===== src/hdl/ckre_pkg.sv =====
// Shared constants, types and register codes for the color-key run extractor.
package ckre_pkg;

  // Sizing
  localparam int KEY_COLORS = 4;
  localparam int MAX_WIDTH  = 2048;
  localparam int MAX_HEIGHT = 2048;

  localparam int KEY_SLOTS = 4;
  localparam int KEY_LIMIT = (KEY_COLORS < KEY_SLOTS) ? KEY_COLORS : KEY_SLOTS;

  localparam int PIX_W    = 24;
  localparam int KEY_W    = 2;
  localparam int KEYCNT_W = 3;
  localparam int COL_W    = $clog2(MAX_WIDTH + 1);
  localparam int START_W  = $clog2(MAX_WIDTH);
  localparam int ROW_W    = $clog2(MAX_HEIGHT);

  localparam int RES_BITS    = ROW_W + START_W + COL_W + KEY_W;
  localparam int OUT_TDATA_W = ((RES_BITS + 7) / 8) * 8;
  localparam int IN_TDATA_W  = ((PIX_W + 7) / 8) * 8;

  localparam logic [PIX_W-1:0] BLACK_PIXEL = 24'h000000;
  localparam logic [PIX_W-1:0] WHITE_PIXEL = 24'hFFFFFF;

  // Configuration register indexes
  localparam int CFG_IDX_W = 3;
  localparam logic [CFG_IDX_W-1:0] REG_KEY_COLOR_0 = 3'd0;
  localparam logic [CFG_IDX_W-1:0] REG_KEY_COLOR_1 = 3'd1;
  localparam logic [CFG_IDX_W-1:0] REG_KEY_COLOR_2 = 3'd2;
  localparam logic [CFG_IDX_W-1:0] REG_KEY_COLOR_3 = 3'd3;
  localparam logic [CFG_IDX_W-1:0] REG_KEY_COUNT   = 3'd4;
  localparam logic [CFG_IDX_W-1:0] REG_EXCLUDE_BW  = 3'd5;

  localparam logic [KEYCNT_W-1:0] KEY_COUNT_RESET = 3'd1;

  // Output queue
  localparam int QDEPTH = 4;
  localparam int QPTR_W = $clog2(QDEPTH);
  localparam int QCNT_W = $clog2(QDEPTH + 1);

  typedef struct packed {
    logic [KEY_SLOTS-1:0][PIX_W-1:0] key_color;
    logic [KEYCNT_W-1:0]             key_count;
    logic                            exclude_bw;
  } cfg_t;

  typedef struct packed {
    logic                last;
    logic [KEY_W-1:0]    key;
    logic [COL_W-1:0]    end_col;
    logic [START_W-1:0]  start_col;
    logic [ROW_W-1:0]    row;
  } result_t;

  // Up to two results per pixel; first holds the only one when cnt is 1
  typedef struct packed {
    logic [1:0] cnt;
    result_t    first;
    result_t    second;
  } push_t;

endpackage


===== src/hdl/ckre_cfg_regs.sv =====
// Configuration register file: key colors, key count and black/white exclusion.
module ckre_cfg_regs (
  input  logic                           clk,
  input  logic                           rst_n,
  input  logic                           wr_en,
  input  logic [ckre_pkg::CFG_IDX_W-1:0] wr_index,
  input  logic [ckre_pkg::PIX_W-1:0]     wr_data,
  output ckre_pkg::cfg_t                 cfg
);

  ckre_pkg::cfg_t cfg_r, cfg_nxt;

  always_comb begin
    cfg_nxt = cfg_r;
    if (wr_en) begin
      case (wr_index)
        ckre_pkg::REG_KEY_COLOR_0: cfg_nxt.key_color[0] = wr_data;
        ckre_pkg::REG_KEY_COLOR_1: cfg_nxt.key_color[1] = wr_data;
        ckre_pkg::REG_KEY_COLOR_2: cfg_nxt.key_color[2] = wr_data;
        ckre_pkg::REG_KEY_COLOR_3: cfg_nxt.key_color[3] = wr_data;
        ckre_pkg::REG_KEY_COUNT:   cfg_nxt.key_count = wr_data[ckre_pkg::KEYCNT_W-1:0];
        ckre_pkg::REG_EXCLUDE_BW:  cfg_nxt.exclude_bw = wr_data[0];
        default: ; // unknown index: write dropped
      endcase
    end
  end

  always_ff @(posedge clk) begin
    if (!rst_n) begin
      cfg_r            <= '0;
      cfg_r.key_count  <= ckre_pkg::KEY_COUNT_RESET;
      cfg_r.exclude_bw <= 1'b1;
    end else begin
      cfg_r <= cfg_nxt;
    end
  end

  assign cfg = cfg_r;

endmodule


===== src/hdl/ckre_run_tracker.sv =====
// Run state registers and per-pixel match / close / open decisions.
module ckre_run_tracker (
  input  logic                       clk,
  input  logic                       rst_n,
  input  logic                       accept,
  input  logic [ckre_pkg::PIX_W-1:0] pixel,
  input  logic                       row_end,
  input  logic                       frame_start,
  input  ckre_pkg::cfg_t             cfg,
  output ckre_pkg::push_t            push
);

  logic                           run_open_r, run_open_nxt;
  logic [ckre_pkg::KEY_W-1:0]     open_key_r, open_key_nxt;
  logic [ckre_pkg::START_W-1:0]   open_start_r, open_start_nxt;
  logic [ckre_pkg::COL_W-1:0]     col_r, col_nxt;
  logic [ckre_pkg::ROW_W-1:0]     row_r, row_nxt;

  logic                           open_cur;
  logic [ckre_pkg::COL_W-1:0]     col;
  logic [ckre_pkg::ROW_W-1:0]     row;
  logic                           in_range;
  logic [ckre_pkg::KEYCNT_W-1:0]  keys;
  logic [ckre_pkg::KEY_SLOTS-1:0] hit;
  logic                           any_hit;
  logic [ckre_pkg::KEY_W-1:0]     hit_idx;
  logic                           keep, excluded, close1, open2, close2;
  logic                           open_mid;
  logic [ckre_pkg::KEY_W-1:0]     key_mid;
  logic [ckre_pkg::START_W-1:0]   start_mid;
  logic [ckre_pkg::COL_W-1:0]     end2;
  ckre_pkg::result_t              res1, res2;

  always_comb begin
    // frame start wipes position and drops any open run
    open_cur = frame_start ? 1'b0 : run_open_r;
    col      = frame_start ? '0 : col_r;
    row      = frame_start ? '0 : row_r;
    in_range = col < ckre_pkg::COL_W'(ckre_pkg::MAX_WIDTH);

    keys = (cfg.key_count > ckre_pkg::KEYCNT_W'(ckre_pkg::KEY_LIMIT)) ?
           ckre_pkg::KEYCNT_W'(ckre_pkg::KEY_LIMIT) : cfg.key_count;

    for (int i = 0; i < ckre_pkg::KEY_SLOTS; i++) begin
      hit[i] = (pixel == cfg.key_color[i]) && (ckre_pkg::KEYCNT_W'(i) < keys);
    end
    any_hit = |hit;
    hit_idx = '0;
    for (int i = ckre_pkg::KEY_SLOTS - 1; i >= 0; i--) begin
      if (hit[i]) hit_idx = ckre_pkg::KEY_W'(i);
    end

    keep     = open_cur && (pixel == cfg.key_color[open_key_r]);
    excluded = cfg.exclude_bw &&
               (pixel == ckre_pkg::BLACK_PIXEL || pixel == ckre_pkg::WHITE_PIXEL);
    close1   = in_range && open_cur && !keep;
    open2    = in_range && !keep && !excluded && any_hit;

    open_mid  = in_range ? (keep || open2) : open_cur;
    key_mid   = open2 ? hit_idx : open_key_r;
    start_mid = open2 ? col[ckre_pkg::START_W-1:0] : open_start_r;
    close2    = row_end && open_mid;
    end2      = in_range ? col + 1'b1 : ckre_pkg::COL_W'(ckre_pkg::MAX_WIDTH);

    res1.row       = row;
    res1.start_col = open_start_r;
    res1.end_col   = col;
    res1.key       = open_key_r;
    res1.last      = !close2;

    res2.row       = row;
    res2.start_col = start_mid;
    res2.end_col   = end2;
    res2.key       = key_mid;
    res2.last      = 1'b1;

    push.cnt    = accept ? ({1'b0, close1} + {1'b0, close2}) : 2'd0;
    push.first  = close1 ? res1 : res2;
    push.second = res2;

    run_open_nxt   = run_open_r;
    open_key_nxt   = open_key_r;
    open_start_nxt = open_start_r;
    col_nxt        = col_r;
    row_nxt        = row_r;
    if (accept) begin
      run_open_nxt   = row_end ? 1'b0 : open_mid;
      open_key_nxt   = key_mid;
      open_start_nxt = start_mid;
      if (row_end) begin
        col_nxt = '0;
        row_nxt = (row < ckre_pkg::ROW_W'(ckre_pkg::MAX_HEIGHT - 1)) ? row + 1'b1 : row;
      end else begin
        col_nxt = in_range ? col + 1'b1 : col;
        row_nxt = row;
      end
    end
  end

  always_ff @(posedge clk) begin
    if (!rst_n) begin
      run_open_r   <= 1'b0;
      open_key_r   <= '0;
      open_start_r <= '0;
      col_r        <= '0;
      row_r        <= '0;
    end else begin
      run_open_r   <= run_open_nxt;
      open_key_r   <= open_key_nxt;
      open_start_r <= open_start_nxt;
      col_r        <= col_nxt;
      row_r        <= row_nxt;
    end
  end

  // column counter saturates at the maximum width
  a_col_bound: assert property (@(posedge clk) disable iff (!rst_n)
    col_r <= ckre_pkg::COL_W'(ckre_pkg::MAX_WIDTH))
    else $error("column counter beyond max width");

  // a row end always leaves no run open
  a_row_end_flush: assert property (@(posedge clk) disable iff (!rst_n)
    accept && row_end |=> !run_open_r && col_r == '0)
    else $error("run still open after row end");

endmodule


===== src/hdl/ckre_out_queue.sv =====
// Small result queue: takes up to two results per cycle, hands out one.
module ckre_out_queue (
  input  logic                             clk,
  input  logic                             rst_n,
  input  ckre_pkg::push_t                  push,
  output logic                             room,
  output logic                             out_valid,
  input  logic                             out_ready,
  output ckre_pkg::result_t                out_res
);

  ckre_pkg::result_t                 entry_r [ckre_pkg::QDEPTH];
  logic [ckre_pkg::QPTR_W-1:0]       wr_ptr_r, wr_ptr_nxt;
  logic [ckre_pkg::QPTR_W-1:0]       rd_ptr_r, rd_ptr_nxt;
  logic [ckre_pkg::QCNT_W-1:0]       cnt_r, cnt_nxt;
  logic                              pop;
  logic [ckre_pkg::QPTR_W-1:0]       wr_ptr_p1;

  assign out_valid = cnt_r != '0;
  assign out_res   = entry_r[rd_ptr_r];
  assign pop       = out_valid && out_ready;
  // two free slots guarantee the worst-case pixel fits
  assign room      = cnt_r <= ckre_pkg::QCNT_W'(ckre_pkg::QDEPTH - 2);
  assign wr_ptr_p1 = wr_ptr_r + 1'b1;

  always_comb begin
    wr_ptr_nxt = wr_ptr_r + ckre_pkg::QPTR_W'(push.cnt);
    rd_ptr_nxt = pop ? rd_ptr_r + 1'b1 : rd_ptr_r;
    cnt_nxt    = cnt_r + ckre_pkg::QCNT_W'(push.cnt) - ckre_pkg::QCNT_W'(pop);
  end

  always_ff @(posedge clk) begin
    if (push.cnt != 2'd0) entry_r[wr_ptr_r] <= push.first;
    if (push.cnt == 2'd2) entry_r[wr_ptr_p1] <= push.second;
  end

  always_ff @(posedge clk) begin
    if (!rst_n) begin
      wr_ptr_r <= '0;
      rd_ptr_r <= '0;
      cnt_r    <= '0;
    end else begin
      wr_ptr_r <= wr_ptr_nxt;
      rd_ptr_r <= rd_ptr_nxt;
      cnt_r    <= cnt_nxt;
    end
  end

  a_no_overflow: assert property (@(posedge clk) disable iff (!rst_n)
    push.cnt == 2'd0 || room)
    else $error("result pushed without room");

  a_ptr_track: assert property (@(posedge clk) disable iff (!rst_n)
    cnt_r <= ckre_pkg::QCNT_W'(ckre_pkg::QDEPTH) &&
    (wr_ptr_r - rd_ptr_r) == cnt_r[ckre_pkg::QPTR_W-1:0])
    else $error("queue pointers and count disagree");

endmodule


===== src/hdl/color_key_run_extractor_unit.sv =====
// Color-key run extractor top level: config port, run tracker and result queue.
// A run's result is registered in the result queue and offered on out_* from its head.
// Throughput: one pixel per cycle; a pixel that closes two runs pushes two results,
//   and the four-entry result queue stalls in_tready when fewer than two slots are free.
// Reset (rst_n low, synchronous): no run open, row and column 0, queue empty,
//   key colors 0, key count 1, black/white exclusion on.
module color_key_run_extractor_unit (
  input  logic                                 clk,
  input  logic                                 rst_n,
  // in_tdata: [23:0] pixel_value
  input  logic [ckre_pkg::IN_TDATA_W-1:0]      in_tdata,
  input  logic                                 in_tlast,   // row_end
  input  logic                                 in_tuser,   // frame_start
  input  logic                                 in_tvalid,
  output logic                                 in_tready,
  // out_tdata: [10:0] run_row, [21:11] run_start_col, [33:22] run_end_col,
  //            [35:34] run_key, rest zero
  output logic [ckre_pkg::OUT_TDATA_W-1:0]     out_tdata,
  output logic                                 out_tlast,  // last_result
  output logic                                 out_tvalid,
  input  logic                                 out_tready,
  input  logic                                 cfg_valid,
  output logic                                 cfg_ready,
  input  logic [ckre_pkg::CFG_IDX_W-1:0]       cfg_index,
  input  logic [ckre_pkg::PIX_W-1:0]           cfg_data
);

  ckre_pkg::cfg_t    cfg;
  ckre_pkg::push_t   push;
  ckre_pkg::result_t res;
  logic              room;
  logic              in_accept;

  assign cfg_ready = 1'b1;
  assign in_tready = room;
  assign in_accept = in_tvalid && room;

  ckre_cfg_regs u_cfg (
    .clk      (clk),
    .rst_n    (rst_n),
    .wr_en    (cfg_valid),
    .wr_index (cfg_index),
    .wr_data  (cfg_data),
    .cfg      (cfg)
  );

  ckre_run_tracker u_tracker (
    .clk         (clk),
    .rst_n       (rst_n),
    .accept      (in_accept),
    .pixel       (in_tdata[ckre_pkg::PIX_W-1:0]),
    .row_end     (in_tlast),
    .frame_start (in_tuser),
    .cfg         (cfg),
    .push        (push)
  );

  ckre_out_queue u_queue (
    .clk       (clk),
    .rst_n     (rst_n),
    .push      (push),
    .room      (room),
    .out_valid (out_tvalid),
    .out_ready (out_tready),
    .out_res   (res)
  );

  assign out_tdata = ckre_pkg::OUT_TDATA_W'({res.key, res.end_col, res.start_col, res.row});
  assign out_tlast = res.last;

endmodule

===== config.mk =====
export PLATFORM = sky130hd
export DESIGN_NAME = color_key_run_extractor_unit
export DESIGN_NICKNAME = d
export VERILOG_FILES = /design/src/hdl/ckre_pkg.sv /design/src/hdl/ckre_cfg_regs.sv /design/src/hdl/ckre_run_tracker.sv /design/src/hdl/ckre_out_queue.sv /design/src/hdl/color_key_run_extractor_unit.sv
export SDC_FILE = /design/constraint.sdc
export NUM_CORES = 1
export LEC_CHECK = 0
export BUFFER_PORTS_ARGS = -buffer_cell sky130_fd_sc_hd__buf_2
export CAP_MARGIN = 20
export CORE_MARGIN = 2
export CORE_UTILIZATION = 58
export CTS_CLUSTER_DIAMETER = 40
export DETAILED_ROUTE_END_ITERATION = 12
export PLACE_DENSITY = 0.84
export SETUP_SLACK_MARGIN = 0.15
export SYNTH_ARGS = -nofsm -noshare
export SYNTH_HDL_FRONTEND = slang
export SYNTH_SLANG_ARGS = --single-unit
export TNS_END_PERCENT = 20

===== constraint.sdc =====
create_clock -name clk -period 7.21 [get_ports clk]
set_clock_uncertainty 0.05 [all_clocks]
set_input_delay 0.3605 -clock clk [delete_from_list [all_inputs] [get_ports clk]]
set_output_delay 0.3605 -clock clk [all_outputs]
set_load 0.01 [all_outputs]

# Word-level counts from Yosys, hierarchy flattened
# Memories as Yosys holds them, arrays and structs flattened. A register that Yosys moved wholly into a read port is not among the register bits.
# Cells that the tools add are included.
[word_totals]
register_bits = 144
ramBits = 148
out_inout_bits = 44
mem_count = 1
[classes]
n_addsub = 8
magnitude_cmp = 9
n_eq_ne = 12
mux = 27
n_reduce_logical = 30
[memory_table]
columns = ["memory", "words", "width", "rd", "rd_clocked_by_memory_dff", "write_ports", "line_no", "text"]
rows = [
  ["u_queue.entry_r", 4, 37, 1, 1, 2, "ckre_out_queue.sv:12", "ckre_pkg::result_t entry_r [ckre_pkg::QDEPTH];"],
]
[ops]
columns = ["cell", "n"]
rows = [
  ["== test 24 bit", 5],
  ["binary-select mux 24 bit (select 2 bit)", 1],
  ["2-to-1 mux 12 bit", 4],
  ["2-to-1 mux 11 bit", 4],
  ["2-to-1 mux 37 bit", 1],
  ["== test 24 bit (second input constant)", 1],
  ["logical NOT 24 bit", 1],
  ["2-to-1 mux 24 bit", 1],
  ["2-to-1 mux 2 bit", 8],
  ["logical AND 1 bit", 14],
  ["adder 12 x 1 -> 12 bit (second input constant)", 1],
  ["< comparator 12 bit (second input constant)", 1],
  ["AND reduction 2 bit", 6],
  ["adder 11 x 1 -> 11 bit (second input constant)", 1],
  ["< comparator 11 bit (second input constant)", 1],
  ["2-to-1 mux 1 bit", 7],
  ["== test 3 x 2 -> 1 bit (second input constant)", 2],
  ["== test 3 bit (second input constant)", 2],
  ["< comparator 1 x 3 -> 1 bit (first input constant)", 2],
  ["< comparator 2 x 3 -> 1 bit (first input constant)", 2],
  ["adder 2 x 1 -> 2 bit (second input constant)", 2],
  ["OR reduction 4 bit", 1],
  ["adder 3 x 2 -> 3 bit", 1],
  ["== test 3 x 1 -> 1 bit (second input constant)", 1],
  ["13 further kinds", 16],
]

# Longest topological paths before layout
[logic_depth]
ltp_word = 16
ltp_mapped = 22
depth_no_buf = 18

# Hierarchy
# A second synthesis with hierarchy kept.
[unflattened]
cells_unflattened = 1367
area_unflattened_um2 = 16191.8
[modules_own_cells]
columns = ["module", "n_inst", "cells_each", "area_per_inst_um2", "seq_area_each_um2"]
rows = [
  ["ckre_out_queue", 1, 407, 7661.1, 4624.4],
  ["ckre_run_tracker", 1, 595, 4714.5, 740.7],
  ["ckre_cfg_regs", 1, 357, 3764.9, 2001.9],
  ["color_key_run_extractor_unit", 1, 8, 51.3, 0.0],
]

# Worst setup path after synthesis
# Ideal clock, no wire load.
[synth_timing]
path_kind = "reg-to-reg"
startpoint = "register u_tracker.open_key_r[1] (netlist bit)"
endpoint = "memory u_queue.entry_r[1][19] (netlist bit) (data pin)"
arrival_ps = 4692
required_ps = 7013
setup_slack_ps = 2322
path_stages_with_launch = 18
n_path_buf = 3
period_less_slack_ps = 4888
path_cell_list = "dfxtp_1 clkbuf_1 mux4_2 xnor2_1 nand4_1 a2111oi_4 a21o_4 nor2_4 buf_4 ha_1 nand2b_1 nand2_1 nand2_1 or2_2 inv_1 o21ai_1 clkbuf_1 o2bb2ai_1"
[synth_lines]
columns = ["item", "line_no", "text"]
rows = [
  ["from (decl)", "ckre_run_tracker.sv:14", "logic [ckre_pkg::KEY_W-1:0] open_key_r, open_key_nxt;"],
  ["from (signal assigned)", "ckre_run_tracker.sv:109", "open_key_r <= open_key_nxt;"],
  ["to (decl)", "ckre_out_queue.sv:12", ""],
]

==> flow_summary.toml <==
[detailed_routing]
drt_wl_total_um = 41100
wl_per_cell_um = 21.8
routed-via-count = 11996
drc = 0
drt.antenna.violating_nets = 0
post_drt_via_cell_ratio = 6.35
first_pass_iters = 6
drt_first_iter_violations = 1493

[clock_tree]
htreeDepth = 2
insertion_delay_ns = 0.55
cts.repair.resized = 0
cts_tree = "built"
cts.root.buffer_cell = "sky130_fd_sc_hd__clkbuf_16"
tritoncts_num_sinks = 294
cts_inserted_buffers = 38
clk_path_buf_depth = 3
postCtsSetupRepairBufs = 0
clk_transition_reported_paths_ns = 0.06
holdBufCountCts = 0

[place]
dp_hpwl_um = 26300
gp_congestion = 0.977
numPortBuffers = 96
placed_cell_area_um2 = 15800
numPlacedInstances = 1814

[logic_synthesis]
synth.area.mux_share_pct = 8.73
synth.cells.most_frequent = "258 x sky130_fd_sc_hd__nand2_1, 150 x sky130_fd_sc_hd__dfxtp_1, 144 x sky130_fd_sc_hd__edfxtp_1"
async_reset_ff_share_pct = 0
mean_cell_area_of_the_mapped_netlist_um2 = 10.3
share_of_synthesized_cell_area_in_and_or_nand_and_nor_gates_pct = 16.2
synth_seq_area_share_pct = 48.1
synth_edf_count = 144
synthDominantCellAreaShare_pct = 28.4
synthCells = 1479
yosysMostFrequentCell = "sky130_fd_sc_hd__nand2_1"
xor_and_xnor_area_share_after_synthesis_pct = 7.65
synth.cell_area_um2 = 15200
synth_ff_type = "sky130_fd_sc_hd__dfxtp_1"
synth.largest_area_cell = "sky130_fd_sc_hd__edfxtp_1"
synthAdderAreaFrac_pct = 0.789
yosysUniqueCellTypes = 61
post_synth_main_area_contributors = "sky130_fd_sc_hd__edfxtp_1 28%, sky130_fd_sc_hd__dfxtp_1 20%, sky130_fd_sc_hd__mux4_2 6.4%"
synthesis.yosys.warnings = 0
postSynthRegisterBits = 294
largest_family_of_logic_cells_by_synthesized_area = "simple AND/OR/NAND/NOR gates"
synthesized_area_fraction_occupied_by_ao_oa_aoi_and_oai_cells_pct = 14.2

[floorplan]
pin_count = 102
die_h_um = 166
start_util_pct = 58.7
floorplan_core_area_um2 = 25900
floorplan.rows = 59
chipWidth_um = 166
floorplan.die_area_um2 = 27600

[outcome]
run_status = "finished, final reports clean"

[cells_and_area]
final_layout_size_suffix_gt1_share_pct = 15.5
seq_area_um2 = 7330
relative_area_change_from_synthesis_to_final_layout_pct = 12.4
multiInputGateArea_um2 = 7280
num-nets-final = 1590
num-fill-cells = 1864
post_layout_nonfiller_instances = 1888
stdcell_area_um2 = 17100

[setup_path]
number_of_buffers_and_inverters_on_the_critical_path = 3
critical_path_required_ns = 7.37
startpoint_of_the_worst_register_to_register_path = "u_tracker.open_key_r[0]"
cp_slowest_cell = "sky130_fd_sc_hd__dfxtp_1"
worst_setup_path_start_kind = "flop"
timing.critical_path.max_delay_family = "simple AND/OR/NAND/NOR gates"
crit_path_max_fanout = 21
critPathCaptureType = "flop"
crit_arrival_ns = 6.87
crit_start = "u_tracker.open_key_r[0]"
startpoint_to_endpoint_class_of_the_critical_path = "flop to flop"
crit_path_cell_trace = "buf_4, mux2i_1, xnor2_1, nor3_1, o2bb2ai_1, a221o_1, a21oi_1, nand2_1, and3b_1, ha_1, nor3_1, nor2_1, inv_1, buf_4"
worst_path_largest_cell_delay_ns = 0.94

[pwr]
p_per_area_nw_per_um2 = 243
power.leakage_nw = 5.32
ir_drop_uv = 231

[timing]
hold-worst-slack_ns = 0.0636
grt_setup_unrepaired = "no"
final.min_clock_period_ns = 6.71
report.final.setup_viol = 0
slew-limit-headroom_pct = 23.7
finalHoldViolCount = 0
fin_crit_sh_pct = 93.1
setup-tns-final_ns = 0
maxClockFrequency_mhz = 149
max_slew.worst_pin.slew_ns = 1.14
final-max-slew-violation-count = 0

[global_routing]
vias_in_the_first_global_route = 11963
track_usage_pct = 29.3
grt_remaining_overflow = 0
grt_first_pass_wirelength_um = 64600
antenna_found_initial = 3
grt_max_degree = 146

[worst_hold_path]
hp-start = "cfg_data[11]"
worst_hold_path_type = "primary input to flop"

[run]
drv_cap = 0
[final timing paths]
path	to	slack [ns]	depth (start not counted)
max	u_queue.entry_r[2][20]	0.50	14
min	u_cfg.cfg[87]	0.06	3
max reg2reg	u_queue.entry_r[2][20]	0.50	14
min reg2reg	u_cfg.cfg[12]	0.42	2
[placed cells by master, fill, tap and decap left out, types with 4 or more instances in the layout]
cell	instances
sky130_fd_sc_hd__a21boi_0	102
sky130_fd_sc_hd__a21o_1	4
sky130_fd_sc_hd__a21oi_1	29
sky130_fd_sc_hd__a22o_1	35
sky130_fd_sc_hd__a22oi_1	9
sky130_fd_sc_hd__and2_1	24
sky130_fd_sc_hd__and3_1	6
sky130_fd_sc_hd__buf_2	95
sky130_fd_sc_hd__buf_4	24
sky130_fd_sc_hd__clkbuf_1	6
sky130_fd_sc_hd__clkbuf_16	39
sky130_fd_sc_hd__clkbuf_8	4
sky130_fd_sc_hd__clkinv_2	5
sky130_fd_sc_hd__conb_1	5
sky130_fd_sc_hd__dfxtp_1	149
sky130_fd_sc_hd__edfxtp_1	144
sky130_fd_sc_hd__ha_1	8
sky130_fd_sc_hd__inv_1	23
sky130_fd_sc_hd__mux2i_1	36
sky130_fd_sc_hd__mux4_2	43
sky130_fd_sc_hd__nand2_1	258
sky130_fd_sc_hd__nand2b_1	20
sky130_fd_sc_hd__nand3_1	15
sky130_fd_sc_hd__nand4_1	21
sky130_fd_sc_hd__nand4b_1	6
sky130_fd_sc_hd__nor2_1	73
sky130_fd_sc_hd__nor2b_1	30
sky130_fd_sc_hd__nor3_1	26
sky130_fd_sc_hd__nor3_2	5
sky130_fd_sc_hd__nor4_1	25
sky130_fd_sc_hd__o211ai_1	6
sky130_fd_sc_hd__o21ai_0	33
sky130_fd_sc_hd__o21ai_1	4
sky130_fd_sc_hd__o2bb2ai_1	43
sky130_fd_sc_hd__o31ai_1	5
sky130_fd_sc_hd__or3_1	5
sky130_fd_sc_hd__xnor2_1	60
sky130_fd_sc_hd__xor2_1	73
[sequential cells by signal, indices dropped and copies added (netlist names), named ones only]
register                count
u_tracker.open_key_r        2
u_queue.cnt_r               3
u_tracker.run_open_r        1
u_tracker.row_r            11
u_queue.wr_ptr_r            2
u_queue.rd_ptr_r            2
u_queue.entry_r           148
u_tracker.col_r            12
u_cfg.cfg                 100
u_tracker.open_start_r     11
[final cells by class]
| class | count | area share (%) |
|---|---|---|
| flip-flops and latches | 294 | 42.8 |
| multi-input cells | 1044 | 42.5 |
| clock buffers | 49 | 6.15 |
| repair buffers | 122 | 4.14 |
| well taps | 335 | 2.45 |
| clock inverters | 20 | 1.38 |
| inverters | 23 | 0.504 |
| diodes | 1 | 0.0146 |
[tightest hold or removal path: stages]
cell                       delay, ns
sky130_fd_sc_hd__buf_2          0.12
sky130_fd_sc_hd__nand2_1        0.05
sky130_fd_sc_hd__a21boi_0       0.06
[power breakdown]
part | internal (mW) | switching [mW]
sequential | 1.77 | 0.0328
clock | 1.16 | 0.758
combinational | 0.185 | 0.253
total | 3.11 | 1.04
[stage by stage]
stage | power [mW] | setup WS (ns) | utilization, %
6_report | 4.15 | 0.501 | 66.1
2_1_floorplan | 2.16 | 2.32 | -
4_1_cts | 4.15 | 0.757 | 65.8
5_1_grt | 4.27 | 0.190 | 66.0
3_3_place_gp | 2.26 | 1.08 | 60.8
3_5_place_dp | 2.27 | 0.859 | 60.8
[logic make-up after synthesis]
family          after synthesis
compound gates              292
other cells                   2
flops                       294
simple gates                526
fa+ha+maj                     9
xor+xnor                    133
buf+inv                     144
mux                          79
[routing by layer]
layer | routed length (µm) | track usage (%) | part of all wire, %
met5 | 25 | 0 | 0.061
met2 | 20300 | 49.8 | 49
met1 | 15200 | 36.8 | 37
met3 | 3980 | 5.96 | 9.7
met4 | 1640 | 12.0 | 4.0
Power figures use the tool's default switching activity.
